**src/rtl/assert_macros.svh**
```systemverilog
// Assertion macros shared by the RTL of the shortest path relaxation engine.
// Depends on nothing; included by files that carry concurrent assertions.
`ifndef ASSERT_MACROS_SVH
`define ASSERT_MACROS_SVH

// The consequent must hold in the same cycle as the antecedent.
`define SPR_ASSERT_SAME(label, clk, rst, ante, cons) \
  label: assert property (@(posedge clk) disable iff (rst) (ante) |-> (cons)) \
    else $error("assertion failed");

// The consequent must hold in the cycle after the antecedent.
`define SPR_ASSERT_NEXT(label, clk, rst, ante, cons) \
  label: assert property (@(posedge clk) disable iff (rst) (ante) |=> (cons)) \
    else $error("assertion failed");

`endif

```
**src/rtl/spr_pkg.sv**
```systemverilog
// Package of the shortest path relaxation engine: widths, codes, record types.
// Depends on nothing; imported by every module of the engine.
package spr_pkg;

  localparam int unsigned MAX_NODES_DEF = 1024;
  localparam int unsigned MAX_EDGES_DEF = 4096;

  localparam int unsigned NODE_W   = 10;
  localparam int unsigned WEIGHT_W = 32;
  localparam int unsigned COST_W   = 48;
  localparam int unsigned CFG_W    = 10;

  localparam logic signed [COST_W-1:0] COST_MAX = 48'sh7FFF_FFFF_FFFF;
  localparam logic signed [COST_W-1:0] COST_MIN = 48'sh8000_0000_0000;

  localparam logic [CFG_W-1:0] NODE_COUNT_RESET  = 10'd1;
  localparam logic [CFG_W-1:0] SOURCE_NODE_RESET = 10'd1;

  localparam logic REG_NODE_COUNT  = 1'b0;
  localparam logic REG_SOURCE_NODE = 1'b1;

  localparam logic ACT_LOAD  = 1'b0;
  localparam logic ACT_QUERY = 1'b1;

  localparam logic KIND_REPORT = 1'b0;
  localparam logic KIND_ANSWER = 1'b1;

  typedef struct packed {
    logic [CFG_W-1:0] node_count;
    logic [CFG_W-1:0] source_node;
  } cfg_t;

  typedef struct packed {
    logic [NODE_W-1:0]          from_node;
    logic [NODE_W-1:0]          to_node;
    logic signed [WEIGHT_W-1:0] weight;
  } edge_rec_t;

  typedef struct packed {
    logic                     reached;
    logic signed [COST_W-1:0] cost;
  } cost_ent_t;

  typedef enum logic [2:0] {
    ST_IDLE,
    ST_QUERY,
    ST_CLEAR,
    ST_SEED,
    ST_FETCH,
    ST_EDGE,
    ST_EVAL,
    ST_REPORT
  } state_t;

endpackage

```
**src/rtl/spr_seq.sv**
```systemverilog
// Sequencer and relaxation datapath: loads, queries, clearing pass and edge passes.
// Depends on spr_pkg; drives the edge and cost memories instantiated at the top level.
module spr_seq #(
  parameter int unsigned MAX_NODES = spr_pkg::MAX_NODES_DEF,
  parameter int unsigned MAX_EDGES = spr_pkg::MAX_EDGES_DEF,
  parameter int unsigned NW        = $clog2(MAX_NODES),
  parameter int unsigned EW        = (MAX_EDGES > 1) ? $clog2(MAX_EDGES) : 1,
  parameter int unsigned TW        = $clog2(MAX_EDGES + 1)
) (
  input  logic                                 clk,
  input  logic                                 rst,
  input  spr_pkg::cfg_t                        cfg,
  input  logic                                 item_valid,
  output logic                                 item_ready,
  input  logic                                 action,
  input  logic [spr_pkg::NODE_W-1:0]           from_node,
  input  logic [spr_pkg::NODE_W-1:0]           to_node,
  input  logic signed [spr_pkg::WEIGHT_W-1:0]  edge_weight,
  input  logic                                 last_edge,
  input  logic [spr_pkg::NODE_W-1:0]           query_node,
  output logic                                 result_valid,
  input  logic                                 result_ready,
  output logic                                 result_kind,
  output logic                                 negative_cycle,
  output logic                                 reachable,
  output logic signed [spr_pkg::COST_W-1:0]    path_cost,
  output logic                                 edge_we,
  output logic [EW-1:0]                        edge_waddr,
  output spr_pkg::edge_rec_t                   edge_wdata,
  output logic [EW-1:0]                        edge_raddr,
  input  spr_pkg::edge_rec_t                   edge_rdata,
  output logic                                 cost_we,
  output logic [NW-1:0]                        cost_waddr,
  output spr_pkg::cost_ent_t                   cost_wdata,
  output logic [NW-1:0]                        cost_ra_addr,
  output logic [NW-1:0]                        cost_rb_addr,
  input  spr_pkg::cost_ent_t                   cost_ra_data,
  input  spr_pkg::cost_ent_t                   cost_rb_data
);
  import spr_pkg::*;

  state_t state, state_next;

  logic [TW-1:0]     edge_total;
  logic [EW-1:0]     k;
  logic [CFG_W-1:0]  pass;
  logic [NW-1:0]     clr_idx;
  logic [NODE_W-1:0] q_node;
  logic              cycle_found;
  logic              has_run;

  logic              accept;
  logic              out_free;
  logic              result_load;
  logic              load_room;
  logic              src_ok;
  logic              a_ok;
  logic              b_ok;
  logic              q_ok;
  logic              hit;
  logic              final_pass;
  logic              last_k;
  logic              clr_last;
  logic              improve;
  logic signed [COST_W:0]   sum_ext;
  logic signed [COST_W-1:0] sum_sat;

  function automatic logic node_ok(logic [NODE_W-1:0] v, logic [CFG_W-1:0] n);
    return (v != '0) && (v <= n) && (32'(v) < 32'(MAX_NODES));
  endfunction

  assign accept      = item_valid && item_ready;
  assign out_free    = !result_valid || result_ready;
  assign result_load = ((state == ST_QUERY) || (state == ST_REPORT)) && out_free;
  assign load_room   = edge_total < TW'(MAX_EDGES);
  assign src_ok      = node_ok(cfg.source_node, cfg.node_count);
  assign a_ok        = node_ok(edge_rdata.from_node, cfg.node_count);
  assign b_ok        = node_ok(edge_rdata.to_node, cfg.node_count);
  assign q_ok        = node_ok(q_node, cfg.node_count);
  assign hit         = q_ok && has_run && cost_ra_data.reached;
  assign final_pass  = pass >= cfg.node_count;
  assign last_k      = (TW'(k) + TW'(1)) == edge_total;
  assign clr_last    = clr_idx == NW'(MAX_NODES - 1);

  assign sum_ext = $signed({{(COST_W + 1 - WEIGHT_W){edge_rdata.weight[WEIGHT_W-1]}},
                            edge_rdata.weight})
                 + $signed({cost_ra_data.cost[COST_W-1], cost_ra_data.cost});

  always_comb begin
    if (sum_ext[COST_W] != sum_ext[COST_W-1]) begin
      sum_sat = sum_ext[COST_W] ? COST_MIN : COST_MAX;
    end else begin
      sum_sat = sum_ext[COST_W-1:0];
    end
  end

  assign improve = a_ok && b_ok && cost_ra_data.reached &&
                   (!cost_rb_data.reached ||
                    (sum_ext < $signed({cost_rb_data.cost[COST_W-1], cost_rb_data.cost})));

  always_comb begin
    state_next = state;
    case (state)
      ST_IDLE: begin
        if (accept) begin
          if (action == ACT_QUERY) begin
            state_next = ST_QUERY;
          end else if (last_edge) begin
            state_next = ST_CLEAR;
          end
        end
      end
      ST_QUERY: begin
        if (out_free) begin
          state_next = ST_IDLE;
        end
      end
      ST_CLEAR: begin
        if (clr_last) begin
          state_next = src_ok ? ST_SEED : ST_REPORT;
        end
      end
      ST_SEED: begin
        state_next = (edge_total != '0) ? ST_FETCH : ST_REPORT;
      end
      ST_FETCH: state_next = ST_EDGE;
      ST_EDGE:  state_next = ST_EVAL;
      ST_EVAL: begin
        state_next = (last_k && final_pass) ? ST_REPORT : ST_FETCH;
      end
      ST_REPORT: begin
        if (out_free) begin
          state_next = ST_IDLE;
        end
      end
      default: state_next = ST_IDLE;
    endcase
  end

  always_comb begin
    item_ready   = state == ST_IDLE;
    edge_we      = accept && (action == ACT_LOAD) && load_room;
    edge_waddr   = edge_total[EW-1:0];
    edge_wdata   = '{from_node: from_node, to_node: to_node, weight: edge_weight};
    edge_raddr   = k;
    cost_rb_addr = NW'(edge_rdata.to_node);
    cost_we      = 1'b0;
    cost_waddr   = clr_idx;
    cost_wdata   = '0;
    case (state)
      ST_IDLE:  cost_ra_addr = NW'(query_node);
      ST_QUERY: cost_ra_addr = NW'(q_node);
      default:  cost_ra_addr = NW'(edge_rdata.from_node);
    endcase
    case (state)
      ST_CLEAR: begin
        cost_we = 1'b1;
      end
      ST_SEED: begin
        cost_we    = 1'b1;
        cost_waddr = NW'(cfg.source_node);
        cost_wdata = '{reached: 1'b1, cost: '0};
      end
      ST_EVAL: begin
        cost_we    = improve && !final_pass;
        cost_waddr = NW'(edge_rdata.to_node);
        cost_wdata = '{reached: 1'b1, cost: sum_sat};
      end
      default: begin
        cost_we = 1'b0;
      end
    endcase
  end

  always_ff @(posedge clk) begin
    if (rst) begin
      state        <= ST_IDLE;
      edge_total   <= '0;
      cycle_found  <= 1'b0;
      has_run      <= 1'b0;
      result_valid <= 1'b0;
    end else begin
      state <= state_next;
      if (result_load) begin
        result_valid <= 1'b1;
      end else if (result_valid && result_ready) begin
        result_valid <= 1'b0;
      end
      case (state)
        ST_IDLE: begin
          if (accept) begin
            if (action == ACT_QUERY) begin
              q_node <= query_node;
            end else begin
              if (load_room) begin
                edge_total <= edge_total + TW'(1);
              end
              if (last_edge) begin
                clr_idx     <= '0;
                cycle_found <= 1'b0;
                has_run     <= 1'b1;
              end
            end
          end
        end
        ST_QUERY: begin
          if (out_free) begin
            result_kind    <= KIND_ANSWER;
            negative_cycle <= cycle_found;
            reachable      <= hit;
            path_cost      <= hit ? cost_ra_data.cost : '0;
          end
        end
        ST_CLEAR: begin
          clr_idx <= clr_idx + NW'(1);
        end
        ST_SEED: begin
          pass <= CFG_W'(1);
          k    <= '0;
        end
        ST_EVAL: begin
          if (improve && final_pass) begin
            cycle_found <= 1'b1;
          end
          if (last_k) begin
            k    <= '0;
            pass <= pass + CFG_W'(1);
          end else begin
            k <= k + EW'(1);
          end
        end
        ST_REPORT: begin
          if (out_free) begin
            result_kind    <= KIND_REPORT;
            negative_cycle <= cycle_found;
            reachable      <= 1'b0;
            path_cost      <= '0;
            edge_total     <= '0;
          end
        end
        default: begin
        end
      endcase
    end
  end

endmodule

```
**config.mk**
```make
export PLATFORM = sky130hd
export DESIGN_NAME = spr_seq
export DESIGN_NICKNAME = d
export VERILOG_FILES = /design/src/rtl/assert_macros.svh /design/src/rtl/spr_pkg.sv /design/src/rtl/spr_seq.sv
export SDC_FILE = /design/constraint.sdc
export NUM_CORES = 1
export LEC_CHECK = 0
export BUFFER_PORTS_ARGS = -buffer_cell sky130_fd_sc_hd__buf_2
export CAP_MARGIN = 0
export CORE_AREA = 2 2 174 176
export DETAILED_ROUTE_END_ITERATION = 10
export DIE_AREA = 0 0 176 178
export PLACE_DENSITY = 0.68
export REMOVE_ABC_BUFFERS = 1
export SYNTH_ARGS = -nofsm -noshare
export SYNTH_HDL_FRONTEND = slang
export SYNTH_SLANG_ARGS = --single-unit
```
**constraint.sdc**
```tcl
create_clock -name clk -period 19.4 [get_ports clk]
set_input_delay 3.88 -clock clk [delete_from_list [all_inputs] [get_ports clk]]
set_output_delay 3.88 -clock clk [all_outputs]
set_load 0.02 [all_outputs]
```
==> results of run 1 <==
## logic make-up after synthesis
kind of cell	synth area share, %
compound gates	20.1
xor+xnor	6.17
fa+ha+maj	16.5
buf+inv	10.6
flops	26.6
mux	1.30
simple gates	18.6
## critical path: stages
cell and delay (ns):
buf_2 0.10, ha_1 0.22, fa_1 0.42, a21o_1 0.23, a31oi_1 0.23, o221a_2 0.30, o21ai_0 0.16, a21oi_1 0.24
nor3_1 0.09, or2_2 0.29, xnor2_1 0.19, inv_1 0.07, ha_1 0.30, nand4_1 0.11, or2_2 0.33, nor4_1 0.30
a21oi_1 0.11, a21oi_1 0.26, o21ai_0 0.16, mux2i_1 0.49, o32ai_1 0.16, buf_2 0.19
## cell type report
type                       count  area, sq um
fill                        2923        15700
multi-input combinational   1061         7480
sequential                   112         3170
timing repair buffer         350         1770
tap                          390          488
inverter                     127          477
clock buffer                  10          250
clock inverter                 6         75.1
antenna                        1         2.50
## worst min-delay path by stage
stage,slack [ns],start,cells past startpoint,to
2_1_floorplan,0.40,cycle_found,0,negative_cycle
3_3_place_gp,0.43,cycle_found,0,negative_cycle
3_5_place_dp,0.43,cycle_found,0,negative_cycle
4_1_cts,0.45,cycle_found,0,negative_cycle
5_1_grt,0.47,cycle_found,0,negative_cycle
6_report,0.45,cycle_found,0,negative_cycle
## flip-flops by register name, indices dropped and copies added (netlist names)
register,count
edge_raddr,12
pass,10
q_node,10
path_cost,48
edge_total,13
state,3
reachable,1
clr_idx,10
cycle_found,1
result_kind,1
negative_cycle,1
result_valid,1
has_run,1
## metrics by stage
step           instance area, sq um  setup WS, ns  power (mW)  cells
2_1_floorplan                 11100          7.53       0.478   1300
3_3_place_gp                  13400          6.84       0.570   2040
3_5_place_dp                  13400          6.74       0.575   2040
4_1_cts                       13700          6.71       0.790   2056
5_1_grt                       13700          6.47       0.834   2056
6_report                      13700          6.68       0.784   2057
## Yosys cell counts, drive strengths merged, types with 9 or more instances
master	n	share of area, %
a21oi	85	3.7
xor2	37	2.7
dfxtp	19	3.2
nor3	27	1.1
mux2i	14	1.2
nor4	16	0.84
o21bai	9	0.57
o21a	20	1.3
nor2b	13	0.68
ha	151	16
edfxtp	93	23
xnor2	47	3.5
nand2	102	3.3
o211ai	14	0.92
a31oi	12	0.76
nand2b	10	0.53
nand4	31	1.6
nor2	112	3.7
and2	55	2.9
inv	127	4.0
o21ai	95	4.3
nand3	46	1.9
o31ai	10	0.63
a21o	43	2.7
a22oi	11	0.69
clkbuf	26	0.82
and3	9	0.47
buf	94	5.8
## layer usage
metal  vias up  wire (um)
met2       556      18200
met4        10        947
li1       5499          -
met3        61       4110
met5         -        309
met1      5265      17200
## placed cells by master (no fill, tap or decap), types with 13 or more instances in the layout
cell type / count
nor2b_1: 13
buf_2: 343
ha_1: 151
dfxtp_1: 19
edfxtp_1: 93
nor3_1: 26
and2_1: 55
nand3_1: 46
mux2i_1: 14
a21oi_1: 82
nor4_1: 16
inv_1: 126
nand4_1: 31
o21a_1: 20
a21o_1: 43
o211ai_1: 13
xor2_1: 37
nor2_1: 107
o21ai_0: 81
nand2_1: 100
xnor2_1: 47
## power by group
group          internal, mW  leakage (nW)  switching, mW
Clock                 0.101         0.160          0.109
Combinational         0.119          5.33          0.183
Sequential            0.267          1.03        0.00454
Total                 0.487          6.52          0.296
==> impl_metrics.env, run 1 <==
export IMPL_nets=2051
export IMPL_num_vias=11400
export IMPL_grt_max_degree=51
export IMPL_drc_errors=0
export IMPL_met2_usage_pct=40.3
export IMPL_critical_path_endpoint_type="output port"
export IMPL_endpoint="cost_we"
export IMPL_clockRootBuffer="clkbuf_16"
export IMPL_grt_pass1_vias=10700
export IMPL_numPortBuffers=343
export IMPL_cts_buffers=9
export IMPL_clkSinkCount=112
export IMPL_setup_viol_count_final=0
export IMPL_startpoint="edge_rdata[0]"
export IMPL_max_slew_margin_rel_pct=28.8
export IMPL_die_area_sq_um=31300
export IMPL_seq_area_frac_synth_pct=26.6
export IMPL_io_pins=448
export IMPL_ys_warn_count=0
export IMPL_grt_use_met3_pct=9.42
export IMPL_postRouteAntennaNets=0
export IMPL_ir_worst_vdd_mv=0.0473
export IMPL_syn_area_sq_um=11900
export IMPL_postCtsSetupBuffers=0
export IMPL_antenna_found_initial=3
export IMPL_r2r_slack_ns=16.00
export IMPL_drt_wl_total_um=40800
export IMPL_synth_main_ff_cell="edfxtp_1"
export IMPL_r2r_start="state[1]"
export IMPL_grt_usage_pct=25.2
export IMPL_synth_edf_count=93
export IMPL_place_congestion=0.934
export IMPL_tns_ns=0
export IMPL_wl_per_cell_um=19.8
export IMPL_async_reset_ff_share_pct=0
export IMPL_ys_ff_latch=112
export IMPL_r2r_end="pass[3]"
export IMPL_core_area_sq_um=29400
export IMPL_cts_buffer_depth=2
export IMPL_grt_pass1_wl_um=60500
export IMPL_use_met1_pct=31.2
export IMPL_die_x_um=176
export IMPL_top_usage_layer="met2"
export IMPL_timing_hold_ws_ns=0.445
export IMPL_drive_gt1_share_pct=24.6
export IMPL_cp_required_ns=15.52
export IMPL_clock_latency_ns=0.38
export IMPL_final_max_slew_viol_count=0
export IMPL_p_per_area_nw_per_um2=57.1
export IMPL_via_per_inst=5.54
export IMPL_cts_tree="yes"
export IMPL_period_share_pct=65.6
export IMPL_r2r_cells=6
export IMPL_rows=63
export IMPL_first_pass_iters=5
export IMPL_rsz0062_at_grt="no"
export IMPL_htree_levels=3
export IMPL_synthCells=1420
export IMPL_cts_resized=0
export IMPL_grt_overflow=0
export IMPL_post_route_min_period_ns=12.72
export IMPL_yosysUniqueCellTypes=83
export IMPL_cts_hold_buffers=0
export IMPL_skew_ns=0.0174
export IMPL_tightest_slew_ns=1.06
export IMPL_clk_pin_slew_worst_paths_ns=0.09
export IMPL_hp_class="reg -> reg"
export IMPL_hold_viol=0
export IMPL_critPathLaunchType="input port"
export IMPL_syn_area_per_cell_sq_um=8.39
export IMPL_final_util_pct=46.7
export IMPL_worstPathArrival_ns=8.84
export IMPL_area_delta_synth_final_pct=15.1
export IMPL_critPathMaxFanout=5
export IMPL_die_y_um=178
export IMPL_drv_cap=0
export IMPL_place_hpwl_um=33200
export IMPL_leakagePower_nw=6.52
export IMPL_start_util_pct=40.5
export IMPL_criticalPathCategory="in -> out"
export IMPL_drt_iter0_markers=572
export IMPL_max_freq_mhz=78.6
export IMPL_outcome="complete, no violations"
(Power assumes the default switching activity.)
==> inputs of run 2 (changes only) <==
--- a/config.mk
+++ b/config.mk
@@ -10,7 +10,7 @@
 export CORE_AREA = 2 2 174 176
 export DETAILED_ROUTE_END_ITERATION = 10
 export DIE_AREA = 0 0 176 178
-export PLACE_DENSITY = 0.68
+export PLACE_DENSITY = 0.71
 export REMOVE_ABC_BUFFERS = 1
 export SYNTH_ARGS = -nofsm -noshare
 export SYNTH_HDL_FRONTEND = slang
==> constraint.sdc (replaced) <==
create_clock -name clk -period 10.81 [get_ports clk]
set_input_delay 2.162 -clock clk [delete_from_list [all_inputs] [get_ports clk]]
set_output_delay 2.162 -clock clk [all_outputs]
set_load 0.02 [all_outputs]
==> run 2 against run 1 <==
  * Clock skew shrank 0.0018 ns
  * Non-clock buffer count is the same
  * Sequential share of layout area is essentially flat
  * Clock-buffer cell count shrank 1
  * Cell count is essentially flat
  * Global-route usage grew 0.55 points
  * Utilization is essentially flat
  * Die area is the same
  * Combinational power grew 80%
  * Via count grew 0.96%
  * Setup slack lost 5.1 ns
==> impl_metrics.env, run 2 (same netlist as run 1, synthesis figures left out) <==
export IMPL_tns_ns=0
export IMPL_max_slew_margin_rel_pct=24.5
export IMPL_cts_buffer_depth=2
export IMPL_finalWorstSetupSlack_ns=1.58
export IMPL_via_per_inst=5.59
export IMPL_startpoint="edge_rdata[0]"
export IMPL_crit_cells=22
export IMPL_p_sw_share_pct=37.7
export IMPL_cts_hold_buffers=0
export IMPL_leakagePower_nw=6.52
export IMPL_cts_resized=0
export IMPL_setup_viol_count_final=0
export IMPL_pwr_share_clk_pct=27.2
export IMPL_skew_ns=0.0156
export IMPL_die_x_um=176
export IMPL_drive_gt1_share_pct=24.6
export IMPL_seq_power_share_pct=34.4
export IMPL_r2r_end="pass[3]"
export IMPL_post_route_min_period_ns=9.23
export IMPL_drt_iter0_markers=752
export IMPL_rows=63
export IMPL_grt_max_degree=51
export IMPL_outcome="complete, no violations"
export IMPL_first_pass_iters=5
export IMPL_r2r_slack_ns=7.15
export IMPL_n_fill_cell=2924
export IMPL_nets=2051
export IMPL_r2r_cells=6
export IMPL_place_congestion=0.913
export IMPL_drc_errors=0
export IMPL_max_freq_mhz=108
export IMPL_period_share_pct=85.4
export IMPL_postRouteAntennaNets=0
export IMPL_grt_usage_pct=25.7
export IMPL_die_area_sq_um=31300
export IMPL_core_area_sq_um=29400
export IMPL_cts_tree="yes"
export IMPL_drv_cap=0
export IMPL_crit_family="compound AO/OA/AOI/OAI gates"
export IMPL_grt_pass1_wl_um=61900
export IMPL_hold_viol=0
export IMPL_clk_pin_slew_worst_paths_ns=0.09
export IMPL_combPwrFrac_pct=38.3
export IMPL_num_vias=11500
export IMPL_slowest_stage="fa_1"
export IMPL_slowest_delay_ns=0.42
export IMPL_clockRootBuffer="clkbuf_16"
export IMPL_final_max_slew_viol_count=0
export IMPL_worstPathArrival_ns=7.07
export IMPL_p_switching_mw=0.534
export IMPL_critPathLaunchType="input port"
export IMPL_cp_num_buf_inv=3
export IMPL_timing_hold_ws_ns=0.440
export IMPL_post_place_ws_ns=1.52
export IMPL_tightest_slew_ns=1.13
export IMPL_top_register="path_cost"
export IMPL_crit_chain="buf_2 -> ha_1 -> fa_1 -> a21o_1 -> a31oi_1 -> o221a_2 -> o21ai_0 -> a21oi_1 -> nor3_1 -> or2_2 -> xnor2_1 -> inv_1 -> ha_1 -> nand4_1 -> or2_2 -> nor4_1 -> a21oi_1 -> a21oi_1 -> o21ai_0 -> mux2i_1 -> o32ai_1 -> buf_2"
export IMPL_wl_per_cell_um=19.9
export IMPL_htree_levels=3
export IMPL_power_mw=1.42
export IMPL_start_util_pct=40.5
export IMPL_clock_latency_ns=0.38
export IMPL_grt_overflow=0
export IMPL_area_delta_synth_final_pct=15.2
export IMPL_ir_worst_vdd_mv=0.0618
export IMPL_cts_buffers=9
export IMPL_antenna_found_initial=2
export IMPL_drt_wl_total_um=41000
export IMPL_io_pins=448
export IMPL_rsz0062_at_grt="no"
export IMPL_largest_reg_flops=48
export IMPL_final_util_pct=46.7
export IMPL_cp_required_ns=8.65
export IMPL_final_cell_mix="buf_2, ha_1, inv_1"
export IMPL_criticalPathCategory="in -> out"
export IMPL_p_int_mw=0.884
export IMPL_cp_common_cell="a21oi_1"
export IMPL_layout_commonest_cell="buf_2"
export IMPL_critPathMaxFanout=5
export IMPL_postCtsSetupBuffers=0
export IMPL_hp_class="reg -> reg"
export IMPL_grt_pass1_vias=11000
export IMPL_numPortBuffers=343
export IMPL_p_per_area_nw_per_um2=103
export IMPL_clkSinkCount=112
export IMPL_place_hpwl_um=33700
export IMPL_endpoint="cost_we"
export IMPL_r2r_start="state[2]"
export IMPL_critical_path_endpoint_type="output port"
export IMPL_die_y_um=178
run 2: power by group through the flow:
stage | logic, mW | clock network, mW | registers (mW)
after CTS | 0.542 | 0.396 | 0.489
after floorplan | 0.348 | 0 | 0.510
after global routing | 0.609 | 0.410 | 0.490
final | 0.544 | 0.386 | 0.489
after global placement | 0.528 | 0 | 0.498
after detailed placement | 0.537 | 0 | 0.498
run 2: final cells by class:
type | instances | area (sq um) | share of cell area, %
multi-input cells | 1061 | 7480 | 54.5
flip-flops and latches | 112 | 3170 | 23.1
repair buffers | 350 | 1770 | 12.9
well taps | 390 | 488 | 3.55
inverters | 127 | 477 | 3.47
clock buffers | 9 | 225 | 1.64
clock inverters | 7 | 108 | 0.784
diodes | 2 | 5.00 | 0.0365
run 2: per-layer routing:
layer  vias to the layer above  global-route usage (%)  part of all wire [%]
met4                         6                    7.23                   2.1
met3                        63                    9.97                   9.8
met5                         -                    3.21                  0.32
met2                       514                    42.0                    46
met1                      5401                    31.3                    42
li1                       5516                       -                     -
run 2: stage by stage:
step / instance area (sq um) / instances
6_report: 13700 / 2058
5_1_grt: 13700 / 2057
4_1_cts: 13700 / 2056
3_5_place_dp: 13400 / 2040
3_3_place_gp: 13400 / 2040
2_1_floorplan: 11100 / 1300
run 2: worst min path at each step:
stage / startpoint / end / cells after the start
floorplan: cycle_found / negative_cycle / 0
global placement: cycle_found / negative_cycle / 0
detailed placement: cycle_found / negative_cycle / 0
CTS: cycle_found / negative_cycle / 0
global route: cycle_found / negative_cycle / 0
finish: cycle_found / negative_cycle / 0
